**config.mk**
```make
export PLATFORM = sky130hd
export DESIGN_NAME = lrukv_datapath
export DESIGN_NICKNAME = d
export VERILOG_FILES = /design/src/rtl/lrukv_pkg.sv /design/src/rtl/lrukv_datapath.sv
export SDC_FILE = /design/constraint.sdc
export NUM_CORES = 2
export LEC_CHECK = 0
export BUFFER_PORTS_ARGS = -buffer_cell sky130_fd_sc_hd__clkbuf_2
export CAP_MARGIN = 15
export CORE_ASPECT_RATIO = 1.25
export CORE_MARGIN = 3
export CORE_UTILIZATION = 55
export CTS_CLUSTER_SIZE = 10
export DETAILED_ROUTE_END_ITERATION = 8
export GPL_ROUTABILITY_DRIVEN = 1
export PLACE_DENSITY = 0.8
export SLEW_MARGIN = 40
export SYNTH_ARGS = -nofsm -noshare
export SYNTH_HDL_FRONTEND = slang
export SYNTH_SLANG_ARGS = --single-unit
```
**constraint.sdc**
```tcl
create_clock -name clock -period 15.6 [get_ports clock]
set_input_delay 0.78 -clock clock [delete_from_list [all_inputs] [get_ports clock]]
set_output_delay 0.78 -clock clock [all_outputs]
set_load 0.05 [all_outputs]
```
**src/rtl/lrukv_pkg.sv**
```systemverilog
// lrukv_pkg: shared constants, types and opcodes for the lru key/value cache
// no dependencies
`timescale 1ns / 1ps
package lrukv_pkg;
   localparam int MAX_ENTRIES = 16;
   localparam int KEY_BITS    = 32;
   localparam int VALUE_BITS  = 32;
   localparam int IDX_BITS    = 4;
   localparam int CNT_BITS    = 5;

   typedef logic [1:0]            opcode_type;
   typedef logic [KEY_BITS-1:0]   key_type;
   typedef logic [VALUE_BITS-1:0] value_type;
   typedef logic [IDX_BITS-1:0]   idx_type;
   typedef logic [CNT_BITS-1:0]   cnt_type;

   localparam opcode_type OP_GET   = 2'd0;
   localparam opcode_type OP_PUT   = 2'd1;
   localparam opcode_type OP_DEL   = 2'd2;
   localparam opcode_type OP_CLEAR = 2'd3;

   // datapath commands
   typedef struct packed {
      logic    load;       // latch request
      logic    scan_clr;   // clear scan result flags
      logic    scan;       // examine entry at scan index
      logic    clear_all;  // empty store
      logic    touch;      // make found slot most recent (plus value read on get, value write on put)
      logic    insert;     // write request into free slot as most recent
      logic    drop_found; // drop found slot
      logic    drop_lru;   // drop least recent slot, report it
      logic    rsp_load;   // capture result
      idx_type scan_idx;
   } cmd_type;

   typedef struct packed {
      opcode_type opcode;
      logic       found;
      logic       free_found;
      logic       lru_found;
      logic       over_cap;
      logic       full;
   } status_type;
endpackage

```
**src/rtl/lrukv_datapath.sv**
```systemverilog
// lrukv_datapath: entry registers, scan unit and recency rank update
// depends on lrukv_pkg
`timescale 1ns / 1ps
module lrukv_datapath (
   input  logic                   clock,
   input  logic                   reset,
   input  lrukv_pkg::cmd_type     cmd,
   output lrukv_pkg::status_type  status,
   input  lrukv_pkg::opcode_type  req_opcode,
   input  lrukv_pkg::key_type     req_key,
   input  lrukv_pkg::value_type   req_value,
   input  lrukv_pkg::cnt_type     capacity,
   output logic                   rsp_hit,
   output lrukv_pkg::value_type   rsp_read_value,
   output logic                   rsp_evicted,
   output lrukv_pkg::key_type     rsp_evicted_key,
   output lrukv_pkg::cnt_type     rsp_occupancy
);
   import lrukv_pkg::*;

   logic      valid_ff [MAX_ENTRIES];
   logic      valid_in [MAX_ENTRIES];
   key_type   key_ff   [MAX_ENTRIES];
   value_type val_ff   [MAX_ENTRIES];
   idx_type   rank_ff  [MAX_ENTRIES];
   idx_type   rank_in  [MAX_ENTRIES];
   cnt_type   count_ff, count_in;

   opcode_type op_ff;
   key_type    k_ff;
   value_type  v_ff;
   logic       found_ff, free_ff, lru_ok_ff;
   idx_type    found_idx_ff, free_idx_ff, lru_idx_ff;
   logic       hit_ff, ev_ff;
   value_type  rd_ff;
   key_type    evk_ff;

   cnt_type eff_cap;
   idx_type sel;
   idx_type sel_rank;
   logic    do_drop;
   logic    sel_hit, sel_free, sel_lru;

   always_comb begin
      if (capacity == '0) eff_cap = CNT_BITS'(1);
      else if (capacity > CNT_BITS'(MAX_ENTRIES)) eff_cap = CNT_BITS'(MAX_ENTRIES);
      else eff_cap = capacity;
   end

   assign sel_hit  = valid_ff[cmd.scan_idx] && key_ff[cmd.scan_idx] == k_ff;
   assign sel_free = !valid_ff[cmd.scan_idx];
   assign sel_lru  = valid_ff[cmd.scan_idx] &&
                     ({1'b0, rank_ff[cmd.scan_idx]} + CNT_BITS'(1)) == count_ff;

   assign do_drop = cmd.drop_found || cmd.drop_lru;
   assign sel     = cmd.drop_lru ? lru_idx_ff : found_idx_ff;
   assign sel_rank = rank_ff[sel];

   // rank and valid update, all entries in parallel
   always_comb begin
      count_in = count_ff;
      for (int i = 0; i < MAX_ENTRIES; i++) begin
         valid_in[i] = valid_ff[i];
         rank_in[i]  = rank_ff[i];
         if (cmd.clear_all) begin
            valid_in[i] = 1'b0;
            rank_in[i]  = '0;
         end else if (cmd.touch) begin
            if (idx_type'(i) == found_idx_ff) rank_in[i] = '0;
            else if (valid_ff[i] && rank_ff[i] < sel_rank) rank_in[i] = rank_ff[i] + 1'b1;
         end else if (cmd.insert) begin
            if (idx_type'(i) == free_idx_ff) begin
               valid_in[i] = 1'b1;
               rank_in[i]  = '0;
            end else if (valid_ff[i]) rank_in[i] = rank_ff[i] + 1'b1;
         end else if (do_drop) begin
            if (idx_type'(i) == sel) valid_in[i] = 1'b0;
            else if (valid_ff[i] && rank_ff[i] > sel_rank) rank_in[i] = rank_ff[i] - 1'b1;
         end
      end
      if (cmd.clear_all) count_in = '0;
      else if (cmd.insert) count_in = count_ff + 1'b1;
      else if (do_drop) count_in = count_ff - 1'b1;
   end

   always_ff @(posedge clock) begin
      if (reset) begin
         for (int i = 0; i < MAX_ENTRIES; i++) begin
            valid_ff[i] <= 1'b0;
            rank_ff[i]  <= '0;
         end
         count_ff <= '0;
      end else begin
         for (int i = 0; i < MAX_ENTRIES; i++) begin
            valid_ff[i] <= valid_in[i];
            rank_ff[i]  <= rank_in[i];
         end
         count_ff <= count_in;
      end
   end

   // payload registers
   always_ff @(posedge clock) begin
      if (cmd.load) begin
         op_ff <= req_opcode;
         k_ff  <= req_key;
         v_ff  <= req_value;
         hit_ff <= 1'b0;
         ev_ff  <= 1'b0;
         rd_ff  <= '0;
         evk_ff <= '0;
      end
      if (cmd.scan_clr) begin
         found_ff  <= 1'b0;
         free_ff   <= 1'b0;
         lru_ok_ff <= 1'b0;
      end else if (cmd.scan) begin
         if (sel_hit && !found_ff) begin
            found_ff <= 1'b1;
            found_idx_ff <= cmd.scan_idx;
         end
         if (sel_free && !free_ff) begin
            free_ff <= 1'b1;
            free_idx_ff <= cmd.scan_idx;
         end
         if (sel_lru && !lru_ok_ff) begin
            lru_ok_ff <= 1'b1;
            lru_idx_ff <= cmd.scan_idx;
         end
      end
      if (cmd.touch) begin
         hit_ff <= 1'b1;
         if (op_ff == OP_GET) rd_ff <= val_ff[found_idx_ff];
         if (op_ff == OP_PUT) val_ff[found_idx_ff] <= v_ff;
      end
      if (cmd.insert) begin
         key_ff[free_idx_ff] <= k_ff;
         val_ff[free_idx_ff] <= v_ff;
      end
      if (cmd.drop_found) hit_ff <= 1'b1;
      if (cmd.drop_lru) begin
         ev_ff  <= 1'b1;
         evk_ff <= key_ff[lru_idx_ff];
      end
      if (cmd.rsp_load) begin
         rsp_hit         <= hit_ff;
         rsp_read_value  <= rd_ff;
         rsp_evicted     <= ev_ff;
         rsp_evicted_key <= evk_ff;
         rsp_occupancy   <= count_ff;
      end
   end

   assign status.opcode     = op_ff;
   assign status.found      = found_ff;
   assign status.free_found = free_ff;
   assign status.lru_found  = lru_ok_ff;
   assign status.over_cap   = count_ff > eff_cap;
   assign status.full       = count_ff >= CNT_BITS'(MAX_ENTRIES);
endmodule

```
* Yosys cells after proc, flatten, opt, wreduce, memory -nomap -nowiden *
Memories as Yosys holds them, arrays and structs flattened. A register that Yosys moved wholly into a read port is not among the register bits.
Cells that the tools add are included.
W data, S select, Z words.

word-level totals
  flip-flop bits (word level) = 223
  memory bits (writable) = 1104
  input port bits = 86
  output and inout port bits = 78
  logic and storage cells = 539
  memories kept = 4

memory list
  name      words  bits a word  read ports  clocked after memory_dff  write ports  line                  RTL
  key_ff    16     32           2           1                         1            lrukv_datapath.sv:23  key_type key_ff [MAX_ENTRIES];
  val_ff    16     32           1           1                         2            lrukv_datapath.sv:24  value_type val_ff [MAX_ENTRIES];
  rank_ff   16     4            18          0                         16           lrukv_datapath.sv:25  idx_type rank_ff [MAX_ENTRIES];
  valid_ff  16     1            17          0                         16           lrukv_datapath.sv:21  logic valid_ff [MAX_ENTRIES];

operators by class
  add/subtract/negate cells = 35
  magnitude comparators = 35
  equality and inequality tests = 48
  mux-type cells = 308
  bitwise gates (word level) = 33
  reductions and logical operators = 57

operator list
  kind                   number
  $mux W4                179
  $mux W32               5
  $mux W1                120
  $eq A4 B4 Y1 const A   24
  $add A4 B1 Y4 const B  16
  $gt A4 B4 Y1           16
  $lt A4 B4 Y1           16
  $sub A4 B1 Y4 const B  16
  $eq A3 B4 Y1 const A   12
  $logic_and A1 B1 Y1    37
  $eq A32 B32 Y1         1
  $or A1 B1 Y1           32
  $eq A2 B4 Y1 const A   6
  $mux W5                4
  $eq A1 B4 Y1 const A   3
  $logic_not A4 Y1       3
  $reduce_and A3 Y1      3
  $reduce_and A2 Y1      3
  $add A4 B1 Y5 const B  1
  $add A5 B1 Y5 const B  1
  $eq A5 B5 Y1           1
  $ge A5 B5 Y1 const B   1
  $gt A5 B5 Y1           1
  $gt A5 B5 Y1 const B   1
  9 further kinds        14

* Depth between registers and ports, before layout *
An unclocked memory read counts as a cell.

  word-level depth = 11
  mapped depth = 18
  mapped depth without buffers = 15

* Worst setup path after synthesis *
No wires, ideal clock.

  path type = input -> register
  from = input cmd[5] in the netlist's numbering
  to = memory rank_ff[14][0] in the netlist's numbering
  setup time = 0.065 ns
  arrival = 5.688 ns
  data required time = 15.535 ns
  setup slack = 9.847 ns
  stages = 16
  buffers on the path = 3
  cells stage by stage = buf_2 clkbuf_1 mux2i_1 buf_1 mux4_2 nand2_1 o21ai_0 o21ai_0 ha_1 nor2b_1 o21a_1 o21ai_0 nand2b_1 a221oi_1 mux2_2 nor2_1

RTL lines
  item         line                  RTL
  from (decl)  lrukv_datapath.sv:7   input lrukv_pkg::cmd_type cmd,
  to (decl)    lrukv_datapath.sv:25

==> impl_results.md <==
* Cell taking the most area after synthesis: edfxtp_1
* FF-to-FF End: rank_ff[14][0]
* Post-CTS setup buffer count at 0
* 1st-pass router iterations at 8
* DPL Wire Length at between 80 and 90 mm
* Vias in the first global route at between 30000 and 40000
* Min Tclk post-route at just under 5000 ps
* Area grow syn2layout at 12.6%
* RSZ-0062 raised after global routing: no
* Worst setup EP type: flip-flop
* Fmax at roughly 210 MHz
* Drt wl/cell at roughly 32 µm
* Clk_skew at ~45 ps
* CTS resizes at 0
* Post-route insts no fill at roughly 5000
* I/O pins at approximately 160
* Hold Buf Count CTS at 0
* Reg2reg setup slack at 10730 ps
* CP startpoint kind: flip-flop
* Starting DRT DRC Count at between 4000 and 5000
* Asr flop ratio synth at 0%
* Antenna cells at 0
* FILL cells at roughly 7100
* Share of the synthesized area in the top cell type at about three fifths
* GRT Util Overall at roughly 29%
* Status: finished clean
* CTS tree: done
* Sequential share of the synthesized area at 65.5%
* Vias at approximately 35000
* Final Net Count at between 3000 and 4000
* Root buf cell: clkbuf_16
* Crit path kind: flip-flop to flip-flop
* Crit path DAT at 5570 ps
* Post-layout util at a little over three fifths
* Final Power at 0.00792 W
* Core area at 107000 µm²
* CTS max path bufs at 3
* Final setup fails at 0
* CP max FO at 12
* Worst Hold Class: input port to flip-flop
* Clock sink count at ~1300
* ANT nets after route at 0
* Hold Path End: v_ff[20]
* Syn. warnings at 0
* Final hold viol count at 0
* Synth top area cells: edfxtp_1 61%, mux4_2 18%, dfxtp_1 4.4%
* Fin Setup TNS at 0 ps
* Mapped Cells at between 3000 and 4000
* Leak at 21.9 nW
* Slew @ Worst Pin at ~900 ps
* Synth top cells by count: 1205 x edfxtp_1, 466 x mux4_2, 185 x nand2_1
* VDD IR max at ~130 µV
* Die area at around 110000 µm²
* Starting density of the core at 55.5%
* Slew headroom at between 40% and 50%
* Die X at roughly 300 µm
* Initial antenna violation count at 2
* FP Rows at 134
* DIE HEIGHT at 373 µm
* Most frequent cell after synthesis: edfxtp_1
* Largest net degree at the start of global routing at between 100 and 150
* Slew Limit Fails at 0
* Max-cap violation count at 0
* Origin of the critical flop-to-flop path: found_idx_ff[0]
* Total wire length at between 150 and 200 mm
* Syn Nets at approximately 3500
* Grt ovf at 0
* Worst endpoint required time at ~16000 ps
* Yosys reg bits at 1335
* Most used DFF post-synth: edfxtp_1
* Worst Hold Launch: req_value[20]
* TritonCTS Buffers at 154
* Synthesized area at just under 60000 µm²
* Global-route wire length before repair at ~240 mm
* H-tree levels at 4
* DRC at 0
* Yosys cell types at 79
* Hold path depth at 1
* Clock latency on the worst-skew pair at 790 ps
* IO buf count at 163
* PD cells at between 100 and 150 nW/µm²
* Vias/cell at roughly 6.9
* GP Congestion at 0.946
* Final period utilization at between 30% and 40%
* Number of flops mapped to enable cells by yosys at 1205
* Layout cells sized above 1 at a little over a quarter
* Worst Reg-to-Reg Cells at 14
* Clock slew at reported path FFs at roughly 60 ps
* Post-Place Cells at between 4000 and 5000
* Average size of a mapped cell at 17.8 µm²
-- worst max-delay path: stages (launching register included) --
cell	delay [ps]
edfxtp_1	600
mux2i_4	570
mux4_2	580
nand2_1	80
o21ai_0	80
o21ai_1	420
buf_4	320
ha_1	280
nor2b_1	140
o21a_1	150
o21ai_0	170
nand2b_1	100
a221oi_1	770
mux2_2	420
nor2_1	90
-- layer usage --
layer / vias to the layer above / wire [µm] / global-route usage [%]
met3: 594 / 17500 / 6.59
met2: 2518 / 80900 / 48.1
met5: - / 31 / 0
met4: 4 / 9330 / 15.5
li1: 14091 / - / -
met1: 17893 / 55800 / 37.2
-- how the worst max path moves through the flow --
stage | startpoint | end
after floorplan | cmd[5] | rank_ff[14][0]
after global placement | cmd[5] | rank_ff[14][0]
after detailed placement | cmd[5] | rank_ff[14][0]
after CTS | found_idx_ff[0] | rank_ff[12][2]
after global routing | found_idx_ff[0] | rank_ff[2][2]
final | found_idx_ff[0] | rank_ff[14][0]
-- layout make-up --
cell class	count	area, µm²	area share, %
Clock inverter	17	413	0.619
Clock buffer	227	4230	6.34
Tap cell	1428	1790	2.68
Sequential cell	1335	38800	58.2
Multi-Input combinational cell	1759	19700	29.6
Inverter	48	181	0.272
Timing Repair Buffer	238	1530	2.29
-- through the flow --
stage / setup slack [ps] / hold WS (ps) / cell area (µm²)
final: 10730 / 160 / 66700
after global routing: 10440 / 129 / 66700
after CTS: 10780 / 112 / 66600
after detailed placement: 10140 / 406 / 61900
after global placement: 10120 / 405 / 61800
after floorplan: 9850 / 400 / 59300
-- kinds of logic (layout without fill, tap and decap cells) --
group | Yosys count | count (layout) | share of synthesized area [%]
AND/OR/NAND/NOR | 565 | 565 | 4.69
buffers and inverters | 236 | 530 | 1.92
XOR/XNOR | 36 | 36 | 0.532
adder cells (fa/ha/maj) | 106 | 106 | 2.25
AO/OA/AOI/OAI | 475 | 475 | 5.20
flip-flops | 1335 | 1335 | 65.5
multiplexers | 577 | 577 | 19.9
-- state kept, by name (all words and copies together) (netlist names), 16 cells and up, named ones only --
| signal | count |
|---|---|
| key_ff | 512 |
| rd_ff | 32 |
| rank_ff | 64 |
| k_ff | 32 |
| val_ff | 512 |
| rsp_evicted_key | 32 |
| rsp_read_value | 32 |
| valid_ff | 16 |
| evk_ff | 32 |
| v_ff | 32 |
-- cell usage in the layout, fill, tap and decap left out, types with 11 or more instances in the layout --
cell type  netlist  layout
buf_6           12      11
nand2_1        185     183
mux4_1          12      12
a22o_1          15      15
edfxtp_1      1205    1205
xnor2_1         29      29
and2_1          48      48
nor2_4           0      17
o22ai_4          0      16
nand4_1         26      26
buf_4           15      61
o21ai_0        153     150
dfxtp_1        130     122
clkbuf_1       112      66
nand3_1         28      27
nor2_1         104      87
clkbuf_2         0     158
o21a_1          25      25
a211oi_1        18      18
o41ai_1         13      13
nor3_1          44      39
a221oi_1        12      12
nor2b_1         44      43
o221a_2         15      15
inv_1           44      44
a21oi_1        108     108
mux4_2         466     466
mux2i_1         88      86
nand2b_1        43      41
ha_1           105     105
clkbuf_16        0     157
-- where the power goes --
part | internal [W] | leakage, nW | switching [W]
logic | 0.000162 | 7.51 | 0.000294
clock network | 0.00192 | 2.21 | 0.00144
registers | 0.00400 | 12.1 | 0.0000960
No activity file was read; power rests on OpenSTA's default activity.
