### src/rtl/lrukv_pkg.sv
// lrukv_pkg: shared constants, types and opcodes for the lru key/value cache
// no dependencies
`timescale 1ns / 1ps
package lrukv_pkg;
   localparam int MAX_ENTRIES = 16;
   localparam int KEY_BITS    = 32;
   localparam int VALUE_BITS  = 32;
   localparam int IDX_BITS    = 4;
   localparam int CNT_BITS    = 5;

   typedef logic [1:0]            opcode_type;
   typedef logic [KEY_BITS-1:0]   key_type;
   typedef logic [VALUE_BITS-1:0] value_type;
   typedef logic [IDX_BITS-1:0]   idx_type;
   typedef logic [CNT_BITS-1:0]   cnt_type;

   localparam opcode_type OP_GET   = 2'd0;
   localparam opcode_type OP_PUT   = 2'd1;
   localparam opcode_type OP_DEL   = 2'd2;
   localparam opcode_type OP_CLEAR = 2'd3;

   // datapath commands
   typedef struct packed {
      logic    load;       // latch request
      logic    scan_clr;   // clear scan result flags
      logic    scan;       // examine entry at scan index
      logic    clear_all;  // empty store
      logic    touch;      // make found slot most recent (plus value read on get, value write on put)
      logic    insert;     // write request into free slot as most recent
      logic    drop_found; // drop found slot
      logic    drop_lru;   // drop least recent slot, report it
      logic    rsp_load;   // capture result
      idx_type scan_idx;
   } cmd_type;

   typedef struct packed {
      opcode_type opcode;
      logic       found;
      logic       free_found;
      logic       lru_found;
      logic       over_cap;
      logic       full;
   } status_type;
endpackage

### src/rtl/lrukv_controller.sv
// lrukv_controller: sequencer for decode, entry scan, update and result
// depends on lrukv_pkg
`timescale 1ns / 1ps
module lrukv_controller (
   input  logic                  clock,
   input  logic                  reset,
   input  logic                  req_valid,
   output logic                  req_ready,
   output logic                  rsp_valid,
   input  logic                  rsp_ready,
   input  lrukv_pkg::status_type status,
   output lrukv_pkg::cmd_type    cmd
);
   import lrukv_pkg::*;

   localparam logic [2:0] S_IDLE  = 3'd0;
   localparam logic [2:0] S_SCAN  = 3'd1;
   localparam logic [2:0] S_ACT   = 3'd2;
   localparam logic [2:0] S_RESCN = 3'd3;
   localparam logic [2:0] S_INS   = 3'd4;
   localparam logic [2:0] S_CAP   = 3'd5;
   localparam logic [2:0] S_DONE  = 3'd6;

   logic [2:0] state_ff, state_in;
   idx_type    idx_ff, idx_in;
   logic       pend_ff, pend_in;
   logic       ev_done_ff, ev_done_in;
   logic       rsp_free;

   assign rsp_free  = !pend_ff || rsp_ready;
   assign req_ready = state_ff == S_IDLE;
   assign rsp_valid = pend_ff;

   always_comb begin
      state_in   = state_ff;
      idx_in     = idx_ff;
      pend_in    = pend_ff && !rsp_ready;
      ev_done_in = ev_done_ff;
      cmd        = '0;
      cmd.scan_idx = idx_ff;
      unique case (state_ff)
         S_IDLE: begin
            if (req_valid) begin
               cmd.load     = 1'b1;
               cmd.scan_clr = 1'b1;
               idx_in       = '0;
               ev_done_in   = 1'b0;
               state_in     = S_SCAN;
            end
         end
         S_SCAN, S_RESCN: begin
            cmd.scan = 1'b1;
            idx_in   = idx_ff + 1'b1;
            if (idx_ff == idx_type'(MAX_ENTRIES - 1)) begin
               state_in = (state_ff == S_SCAN) ? S_ACT : S_INS;
            end
         end
         S_ACT: begin
            unique case (status.opcode)
               OP_GET: begin
                  cmd.touch = status.found;
                  state_in  = S_DONE;
               end
               OP_PUT: begin
                  if (status.found) begin
                     // ranks change, so the lru search starts over
                     cmd.touch    = 1'b1;
                     cmd.scan_clr = 1'b1;
                     idx_in       = '0;
                     state_in     = S_CAP;
                  end else if (status.full && status.lru_found) begin
                     cmd.drop_lru = 1'b1;
                     ev_done_in   = 1'b1;
                     cmd.scan_clr = 1'b1;
                     idx_in       = '0;
                     state_in     = S_RESCN;
                  end else begin
                     state_in = S_INS;
                  end
               end
               OP_DEL: begin
                  cmd.drop_found = status.found;
                  state_in       = S_DONE;
               end
               default: begin
                  cmd.clear_all = 1'b1;
                  state_in      = S_DONE;
               end
            endcase
         end
         S_INS: begin
            cmd.insert   = status.free_found;
            cmd.scan_clr = 1'b1;
            idx_in       = '0;
            state_in     = S_CAP;
         end
         S_CAP: begin
            // lru search over the updated ranks, eviction follows in S_DONE
            if (ev_done_ff || !status.over_cap) begin
               state_in = S_DONE;
            end else begin
               cmd.scan = 1'b1;
               idx_in   = idx_ff + 1'b1;
               if (idx_ff == idx_type'(MAX_ENTRIES - 1)) begin
                  state_in = S_DONE;
               end
            end
         end
         S_DONE: begin
            if (!ev_done_ff && status.over_cap && status.opcode == OP_PUT
                && status.lru_found) begin
               cmd.drop_lru = 1'b1;
               ev_done_in   = 1'b1;
            end else if (rsp_free) begin
               cmd.rsp_load = 1'b1;
               pend_in      = 1'b1;
               state_in     = S_IDLE;
            end
         end
         default: state_in = S_IDLE;
      endcase
   end

   always_ff @(posedge clock) begin
      if (reset) begin
         state_ff   <= S_IDLE;
         idx_ff     <= '0;
         pend_ff    <= 1'b0;
         ev_done_ff <= 1'b0;
      end else begin
         state_ff   <= state_in;
         idx_ff     <= idx_in;
         pend_ff    <= pend_in;
         ev_done_ff <= ev_done_in;
      end
   end
endmodule

### config.mk
export PLATFORM = sky130hd
export DESIGN_NAME = lrukv_controller
export DESIGN_NICKNAME = d
export VERILOG_FILES = /design/src/rtl/lrukv_pkg.sv /design/src/rtl/lrukv_controller.sv
export SDC_FILE = /design/constraint.sdc
export NUM_CORES = 1
export LEC_CHECK = 0
export ABC_AREA = 1
export BUFFER_PORTS_ARGS = -buffer_cell sky130_fd_sc_hd__buf_2
export CAP_MARGIN = 20
export CORE_UTILIZATION = 47
export CTS_CLUSTER_SIZE = 25
export DETAILED_ROUTE_END_ITERATION = 10
export PLACE_DENSITY = 0.77
export SYNTH_ARGS = -nofsm -noshare
export SYNTH_HDL_FRONTEND = slang
export SYNTH_SLANG_ARGS = --single-unit
### constraint.sdc
create_clock -name clock -period 1.55 [get_ports clock]
set_clock_uncertainty 0.2 [all_clocks]
set_input_delay 0.0775 -clock clock [delete_from_list [all_inputs] [get_ports clock]]
set_output_delay 0.0775 -clock clock [all_outputs]
set_load 0.05 [all_outputs]
==> impl_metrics.toml, run 1 <==
[synth]
synth_largest_type_area_fraction = 0.257
synthSimpleGateAreaFrac = 0.486
synth_nets = 137
synth_fa_ha_area_frac = 0.0179
ys_types = 19
synth-seq-area-share = 0.257
synth_xor_area_frac = 0
synth_top_family_by_area = "simple AND/OR/NAND/NOR gates"
ys_warn_count = 0
synth-seq-cells = 9
muxShareOfSynthArea = 0
yosys.area.top_type = "dfxtp_1"
syn_area_um2 = 701
netlist_top_cells_area = "dfxtp_1 26%, nand2_1 15%, nor2_1 15%"
syn-instance-count = 125
synth_compound_area_frac = 0.0893
syn_avg_cell_area_um2 = 5.61

[run_status]
status = "stopped before the end"
stop_error = "[ERROR DPL-0038] Utilization greater than 100%, impossible to legalize"
stop_stage = "global routing"

[sta]
grt-worst-endpoint = "cmd[5]"
endpoint_type = "primary output"

[die]
ioPinCount = 26
rows = 13
die_x_um = 40.6
start_util = 0.519
die_y_um = 40.6

[placement]
routabilityCongestion = 0.929
port_buffers = 25
dp_hpwl_um = 1650

[clock_network]
cts.htree.levels = 1
clock-root-buffer = "clkbuf_4"
numCtsBuffers = 3
cts.sinks = 9
clk_path_buf_depth = 2

[global_route]
grt_max_degree = 7
-- kinds of logic after synthesis --
kind of cell,count (synthesis)
AOI/OAI and AO/OA,12
adders and majority gates,1
buffers and inverters,25
DFF,9
and+or+nand+nor,78
-- per-stage QoR --
| step | cell area, um^2 | worst slack [ns] | setup TNS, ns | hold slack, ns | instances |
|---|---|---|---|---|---|
| 4_1_cts | 1210 | -0.140 | -0.646 | 0.00114 | 191 |
| 3_5_place_dp | 1020 | -0.0356 | -0.0575 | 0.102 | 181 |
| 3_3_place_gp | 1020 | -0.0237 | -0.0388 | 0.104 | 181 |
| 2_1_floorplan | 758 | -0.151 | -0.334 | -0.0608 | 125 |
-- repair_timing --
action                                  CTS
hold buffers                              2
endpoints found under the setup margin   12
gates resized for setup                  37
setup buffers                             4
pin swaps                                 7
hold endpoints to repair                  8
-- synth_stat cells, drive strengths merged --
cell type / count
nor2: 32
nand2: 30
inv: 23
nand3: 13
dfxtp: 9
a21oi: 6
o21ai: 5
buf: 2
ha: 1
nor3: 1
nor4: 1
o211ai: 1
or2: 1
==> run 2, diff against run 1 <==
--- a/config.mk
+++ b/config.mk
@@ -8,10 +8,10 @@
 export ABC_AREA = 1
 export BUFFER_PORTS_ARGS = -buffer_cell sky130_fd_sc_hd__buf_2
 export CAP_MARGIN = 20
-export CORE_UTILIZATION = 47
-export CTS_CLUSTER_SIZE = 25
+export CORE_AREA = 2 2 63 65
 export DETAILED_ROUTE_END_ITERATION = 10
-export PLACE_DENSITY = 0.77
+export DIE_AREA = 0 0 65 67
+export PLACE_DENSITY_LB_ADDON = 0.15
 export SYNTH_ARGS = -nofsm -noshare
 export SYNTH_HDL_FRONTEND = slang
 export SYNTH_SLANG_ARGS = --single-unit
==> impl_metrics.toml, run 2 <==
[setup_path]
r2r_start = "state_ff[0]"
worstPathMaxFanout = 3
startpoint = "state_ff[0]"
critPathMostFrequentCell = "nor2_4"
crit_arrival_ns = 1.39
criticalPathCategory = "register to output port"
slowest_stage = "dfxtp_4"
crit_chain = "inv_4 > nand2_4 > buf_4 > nor2_4 > nor2_4 > nand2_4 > nor2_4 > buf_8"
crit_path_end_kind = "output port"
cpPeakStageDelay_ns = 0.38
required_ns = 1.27
cp-start-kind = "register"

[clock_network]
numCtsBuffers = 3
clk_pin_slew_worst_paths_ns = 0.05
cts.sinks = 9
clock-root-buffer = "clkbuf_8"
cts.htree.levels = 1
clk_path_buf_depth = 2
clk_latency_ns = 0.23
cts_tree = "done"

[synth]
synth-seq-area-share = 0.257
synth_largest_type_area_fraction = 0.257
syn_area_um2 = 701
ys_warn_count = 0
synth_flop_cell = "dfxtp_1"
syn-instance-count = 125
ys_types = 19
ys_async_sr_fraction = 0
netlist_top_cells_area = "dfxtp_1 26%, nand2_1 15%, nor2_1 15%"
synth-seq-cells = 9
synth_nets = 137
synth_common_cells = "28 x nand2_1, 28 x nor2_1, 21 x inv_1, 12 x nand3_1, 9 x dfxtp_1"
syn_avg_cell_area_um2 = 5.61
yosys.area.top_type = "dfxtp_1"
synth_edf_count = 0

[hold_path]
hp-class = "input port to register"
hold_path.startpoint = "rsp_ready"

[sta]
tns_ns = -0.531
rsz0062_at_grt = "yes"
setup_viol = 8
hold_viol = 0
worstMarginPinSlew_ns = 0.241
maxSlewViolCount = 0
maxSlewHeadroom = 0.839
min_period_ns = 1.67
min_period_over_period = 1.08
fmax_ghz = 0.600
setup_ws_ns = -0.117

[final_layout]
largest_register = "idx_ff"
area_growth_pct = 96.6
largest_reg_flops = 4
drive_gt1_frac = 0.545
nFillCells = 377
final_common_cell = "nand2_1"
final_cell_mix = "22 x nand2_1, 18 x inv_1, 18 x buf_4"
diodes = 0
layout_top_registers = "idx_ff: 4 flops, state_ff: 3 flops"
fin_nets = 189
fin_cells = 224

[die]
start_util = 0.194
core-area_um2 = 3610
die_x_um = 65
rows = 22
ioPinCount = 26
die_area_um2 = 4360
die_y_um = 67

[global_route]
grt_pass1_vias = 899
globalRouteOverflowTotal = 0
grt_pass1_wl_um = 4090
grt.total_usage = 0.123
grt_max_degree = 7
antenna_found_initial = 0

[routing]
initialDrtViolationCount = 33
dr_total_vias = 921
vias_per_cell = 4.11
drt-pass1-iter-count = 4
remaining_drc_errors = 0
totalWireLength_um = 2430
wire_per_inst_um = 10.8
drt.antenna.violating_nets = 0

[flow_run]
drv_cap = 0

[run_status]
status = "finished, violations left"
violations = "negative setup slack"

[pwr]
peakVddDrop_uv = 1060
p_leak_uw = 0.000687
pwr_density_cell_nw_per_um2 = 2300
power_uw = 3170

[placement]
port_buffers = 25
dp_cells = 213
routabilityCongestion = 0.748
dp_hpwl_um = 1870
-- run 2: layer usage --
layer | wire length, um | vias to the layer above | GRT usage | share of wire
met5 | 0 | - | 0 | 0
met4 | 23 | 0 | 0.0559 | 0.0095
met3 | 89 | 2 | 0.0169 | 0.037
met2 | 1280 | 17 | 0.227 | 0.53
met1 | 1040 | 413 | 0.138 | 0.43
li1 | - | 489 | - | -
-- run 2: repair_timing --
action	CTS	global route
endpoints found under the hold margin	4	0
hold buffers	1	0
pin swaps	3	15
setup buffers	4	3
gates resized for setup	42	30
endpoints found under the setup margin	11	16
-- run 2: critical path, delay by kind of cell (launching register included) --
family	cells	cell delay (ns)
buffers and inverters	3	0.33
DFF	1	0.38
and+or+nand+nor	5	0.44
-- run 2: final timing paths --
check / end / cells after the start / slack (ns)
setup / recovery: cmd[11] / 8 / -0.12
hold reg to reg: idx_ff[1] / 2 / 0.30
setup reg to reg: idx_ff[2] / 11 / -0.05
hold / removal: rsp_valid / 5 / 0.04
-- run 2: logic make-up (layout without fill, tap and decap cells) --
| family | after synthesis | count (layout) | synth area share |
|---|---|---|---|
| AND/OR/NAND/NOR | 78 | 78 | 0.486 |
| buffers and inverters | 25 | 76 | 0.150 |
| AO/OA/AOI/OAI | 12 | 12 | 0.0893 |
| flip-flops | 9 | 9 | 0.257 |
| adder cells (fa/ha/maj) | 1 | 1 | 0.0179 |
-- run 2: cell type report --
cell class	count	area (um^2)	area share
multi-input combinational	91	582	0.422
timing repair buffer	49	397	0.288
sequential	9	200	0.145
inverter	23	93.8	0.0681
tap	48	60.1	0.0436
clock buffer	4	45.0	0.0327
-- run 2: metrics by stage --
step | setup slack [ns] | utilization | area [um^2] | hold WS [ns]
2_1_floorplan | -0.151 | - | 758 | -0.0608
3_3_place_gp | -0.0244 | 0.292 | 1050 | 0.106
3_5_place_dp | -0.0549 | 0.292 | 1050 | 0.113
4_1_cts | -0.117 | 0.351 | 1270 | 0.0378
5_1_grt | -0.213 | 0.382 | 1380 | 0.0581
6_report | -0.117 | 0.382 | 1380 | 0.0408
-- run 2: where the power goes --
group	leakage (uW)	switching, uW	internal, uW	total, uW
registers	0.0000777	135	362	497
clock network	0.0000228	95.2	180	275
logic	0.000587	1420	986	2400
Power figures use the tool's default switching activity.
==> run 3, diff against run 2 <==
==> constraint.sdc (replaced) <==
create_clock -name clock -period 1.55 [get_ports clock]
set_clock_uncertainty 0.2 [all_clocks]
set_input_delay 0 -clock clock [delete_from_list [all_inputs] [get_ports clock]]
set_output_delay 0 -clock clock [all_outputs]
set_load 0.05 [all_outputs]
==> impl_metrics.toml, run 3 (same netlist as run 2, synthesis figures left out) <==
[run_status]
status = "finished, violations left"
violations = "negative setup slack"

[hold_path]
hp-class = "input port to register"

[pwr]
p_leak_uw = 0.000637
p_sw_frac = 0.519
p_int_uw = 1360
combPwrFrac = 0.730
seq_power_share = 0.172
p_clk_frac = 0.098
pwr_density_cell_nw_per_um2 = 2300
peakVddDrop_uv = 934
power.switching_uw = 1460

[global_route]
antenna_found_initial = 0
globalRouteOverflowTotal = 0
grt_pass1_wl_um = 3570
grt_max_degree = 7
grt.total_usage = 0.107
grt_pass1_vias = 893

[sta]
min_period_over_period = 1.03
hold_viol = 0
rsz0062_at_grt = "yes"
setup_viol = 5
worstMarginPinSlew_ns = 0.257
tns_ns = -0.0610
maxSlewHeadroom = 0.827
fmax_ghz = 0.628
min_period_ns = 1.59
setup_ws_ns = -0.0427
maxSlewViolCount = 0

[die]
die_x_um = 65
die_y_um = 67
die_area_um2 = 4360
core-area_um2 = 3610
ioPinCount = 26
rows = 22
start_util = 0.194

[final_layout]
drive_gt1_frac = 0.457
largest_register = "idx_ff"
diodes = 0
layout_top_registers = "idx_ff: 4 flops, state_ff: 3 flops"
final_cell_mix = "24 x nand2_1, 23 x nor2_1, 19 x inv_1, 19 x buf_2, 19 x buf_4"
final_common_cell = "nand2_1"
area_growth_pct = 75.2
largest_reg_flops = 4
nFillCells = 408
fin_nets = 188
seq_area_um2 = 199
final_util = 0.340
multi_input_area_um2 = 483

[routing]
drt-pass1-iter-count = 4
vias_per_cell = 4.05
totalWireLength_um = 2180
wire_per_inst_um = 9.78
dr_total_vias = 903
initialDrtViolationCount = 21
remaining_drc_errors = 0
drt.antenna.violating_nets = 0

[setup_path]
rrSetupSlack_ns = 0
worstPathMaxFanout = 3
crit_arrival_ns = 1.39
cp-start-kind = "register"
crit_path_end_kind = "output port"
required_ns = 1.35
criticalPathCategory = "register to output port"

[clock_network]
numCtsBuffers = 3
clk_latency_ns = 0.23
cts_tree = "done"
clk_path_buf_depth = 2
cts.sinks = 9
clock-root-buffer = "clkbuf_8"
clk_pin_slew_worst_paths_ns = 0.05
cts.htree.levels = 1

[flow_run]
drv_cap = 0

[placement]
routabilityCongestion = 0.798
dp_hpwl_um = 1740
port_buffers = 25
[run 3: what timing repair did]
action	4_1_cts	5_1_grt
hold buffers	2	0
hold endpoints to repair	8	0
setup buffers	10	0
gates resized for setup	27	11
endpoints found under the setup margin	11	12
pin swaps	9	1
[run 3: layer usage]
metal,global-route usage,wire length (um)
met1,0.118,985
met2,0.200,1110
met3,0.0270,87
met4,0.0319,0
met5,0,0
[run 3: layout make-up]
| type | instances | area share |
|---|---|---|
| Inverter | 23 | 0.0724 |
| Clock buffer | 4 | 0.0367 |
| Sequential cell | 9 | 0.162 |
| Tap cell | 48 | 0.0489 |
| Multi-Input combinational cell | 91 | 0.393 |
| Timing Repair Buffer | 48 | 0.286 |
[run 3: per-stage QoR]
stage	cell area, um^2	worst slack, ns	instances	total power [uW]	hold WS, ns
2_1_floorplan	736	-0.182	125	1670	-0.131
3_3_place_gp	985	-0.0853	207	2160	0.0436
3_5_place_dp	985	-0.0408	207	2140	0.0477
4_1_cts	1200	-0.0424	223	2770	0.0107
5_1_grt	1230	-0.131	223	3030	0.0572
6_report	1230	-0.0427	223	2820	0.0225
[run 3: power by group through the flow]
stage / clock network [uW] / registers [uW] / logic [uW]
final: 277 / 485 / 2060
after global routing: 301 / 504 / 2230
after CTS: 291 / 484 / 2000
after detailed placement: 0 / 451 / 1690
after global placement: 0 / 451 / 1710
after floorplan: 0 / 554 / 1110
[run 3: path summary, 6_finish.rpt]
kind | start | end | depth (start not counted)
setup / recovery | state_ff[0] | cmd[5] | 9
hold / removal | req_valid | ev_done_ff | 4
setup reg to reg | state_ff[2] | idx_ff[0] | 10
hold reg to reg | ev_done_ff | ev_done_ff | 2
[run 3: worst max-delay path, stage by stage, from the launching register on]
cell	delay (ns)
dfxtp_4	0.38
inv_4	0.05
nand2_4	0.08
nor2_4	0.04
inv_2	0.05
nor2_1	0.04
nor2_1	0.13
nand3_2	0.09
nor2_2	0.13
buf_6	0.16
==> run 4, diff against run 3 <==
--- a/config.mk
+++ b/config.mk
@@ -9,6 +9,7 @@
 export BUFFER_PORTS_ARGS = -buffer_cell sky130_fd_sc_hd__buf_2
 export CAP_MARGIN = 20
 export CORE_AREA = 2 2 63 65
+export CTS_BUF_LIST = sky130_fd_sc_hd__clkbuf_8
 export DETAILED_ROUTE_END_ITERATION = 10
 export DIE_AREA = 0 0 65 67
 export PLACE_DENSITY_LB_ADDON = 0.15
==> impl_metrics.toml, run 4 (same netlist as run 2, synthesis figures left out) <==
[pwr]
p_leak_uw = 0.000641
pwr_density_cell_nw_per_um2 = 2290
peakVddDrop_uv = 934

[clock_network]
cts.htree.levels = 1
clk_latency_ns = 0.23
clk_path_buf_depth = 2
cts.sinks = 9
cts_tree = "done"
clock-root-buffer = "clkbuf_8"
numCtsBuffers = 3
clk_pin_slew_worst_paths_ns = 0.05

[final_layout]
largest_reg_flops = 4
final_cell_mix = "24 x nand2_1, 23 x nor2_1, 20 x inv_1"
drive_gt1_frac = 0.457
largest_register = "idx_ff"
final_common_cell = "nand2_1"
nFillCells = 408
area_growth_pct = 75.2
layout_top_registers = "idx_ff: 4 flops, state_ff: 3 flops"
fin_nets = 188
diodes = 0

[routing]
remaining_drc_errors = 0
initialDrtViolationCount = 23
dr_wl_met2_um = 1110
drt.antenna.violating_nets = 0
vias_per_cell = 4.05
wire_per_inst_um = 9.78
drt-pass1-iter-count = 4
dr_total_vias = 903
wl_met3_um = 87
highest_layer = "met3"
met1_length_um = 985
totalWireLength_um = 2180

[run_status]
violations = "negative setup slack"
status = "finished, violations left"

[global_route]
grt_max_degree = 7
globalRouteOverflowTotal = 0
grt_pass1_vias = 893
antenna_found_initial = 0
grt.total_usage = 0.107
grt_pass1_wl_um = 3570

[setup_path]
slowest_stage = "dfxtp_4"
rrSetupSlack_ns = 0
required_ns = 1.35
ff2ff_path_depth = 10
criticalPathCategory = "register to output port"
cp-start-kind = "register"
cpPeakStageDelay_ns = 0.38
worstPathMaxFanout = 3
crit_chain = "inv_4 > nand2_4 > nor2_4 > inv_2 > nor2_1 > nor2_1 > nand3_2 > nor2_2 > buf_6"
crit_arrival_ns = 1.39
critPathMostFrequentCell = "nor2_1"
crit_path_end_kind = "output port"
r2r-end = "idx_ff[0]"
r2r_start = "state_ff[2]"

[die]
die_area_um2 = 4360
core-area_um2 = 3610
die_x_um = 65
rows = 22
ioPinCount = 26
die_y_um = 67
start_util = 0.194

[sta]
setup_ws_ns = -0.0430
maxSlewViolCount = 0
min_period_over_period = 1.03
rsz0062_at_grt = "yes"
min_period_ns = 1.59
hold_viol = 0
setup_viol = 5
whs_ns = 0.0222
maxSlewHeadroom = 0.827
fmax_ghz = 0.628
worstMarginPinSlew_ns = 0.257

[placement]
pre_cts_slack_ns = -0.0408
dp_hpwl_um = 1740
routabilityCongestion = 0.798
port_buffers = 25

[hold_path]
holdPathStages = 4
hp-class = "input port to register"
hold_path.startpoint = "req_valid"
min_to = "ev_done_ff"

[flow_run]
drv_cap = 0
run 4: cell types whose count changed in the layout (fill, tap and decap cells not counted), sizes merged:
| cell | previous run | this run |
|---|---|---|
| clkbuf | 4 | 3 |
| inv | 23 | 24 |
run 4: power breakdown:
group | switching [uW] | total (uW) | internal (uW)
clock network | 97.3 | 270 | 173
logic | 1240 | 2060 | 815
registers | 124 | 485 | 362
total | 1460 | 2810 | 1350
run 4: worst max-delay path, delay by kind of cell, from the launching register on:
| kind | cells | cell delay, ns |
|---|---|---|
| flip-flops | 1 | 0.38 |
| AND/OR/NAND/NOR | 6 | 0.51 |
| buffers and inverters | 3 | 0.26 |
run 4: worst max-delay path by stage:
stage / start / end / slack [ns] / cells past startpoint
after global placement: ev_done_ff / cmd[5] / -0.09 / 6
after floorplan: state_ff[0] / cmd[5] / -0.18 / 9
after detailed placement: ev_done_ff / cmd[5] / -0.04 / 6
after CTS: state_ff[0] / cmd[5] / -0.04 / 9
after global routing: state_ff[1] / cmd[5] / -0.13 / 7
final: state_ff[0] / cmd[5] / -0.04 / 9
run 4: what timing repair did:
action	CTS	global route
pin swaps	9	1
endpoints found under the setup margin	11	12
hold endpoints to repair	8	0
buffers inserted	10	0
hold buffers	2	0
resized for setup	27	11
run 4: stage by stage:
stage	area, um^2	std cells	power (uW)	TNS (ns)	util
floorplan	736	125	1670	-0.386	-
global placement	985	207	2160	-0.496	0.273
detailed placement	985	207	2140	-0.0906	0.273
CTS	1200	223	2760	-0.0589	0.332
global route	1230	223	3030	-0.705	0.340
finish	1230	223	2810	-0.0619	0.340
run 4: layer usage:
metal | vias up | global-route usage
li1 | 482 | -
met1 | 406 | 0.118
met2 | 15 | 0.200
met3 | 0 | 0.0270
met4 | 0 | 0.0319
met5 | - | 0
run 4: layout make-up:
| type | instances | area [um^2] | area share |
|---|---|---|---|
| clock buffer | 3 | 41.3 | 0.0336 |
| inverter | 23 | 88.8 | 0.0724 |
| clock inverter | 1 | 3.75 | 0.00306 |
| tap | 48 | 60.1 | 0.0489 |
| multi-input combinational | 91 | 483 | 0.393 |
| timing repair buffer | 48 | 352 | 0.286 |
| sequential | 9 | 199 | 0.162 |
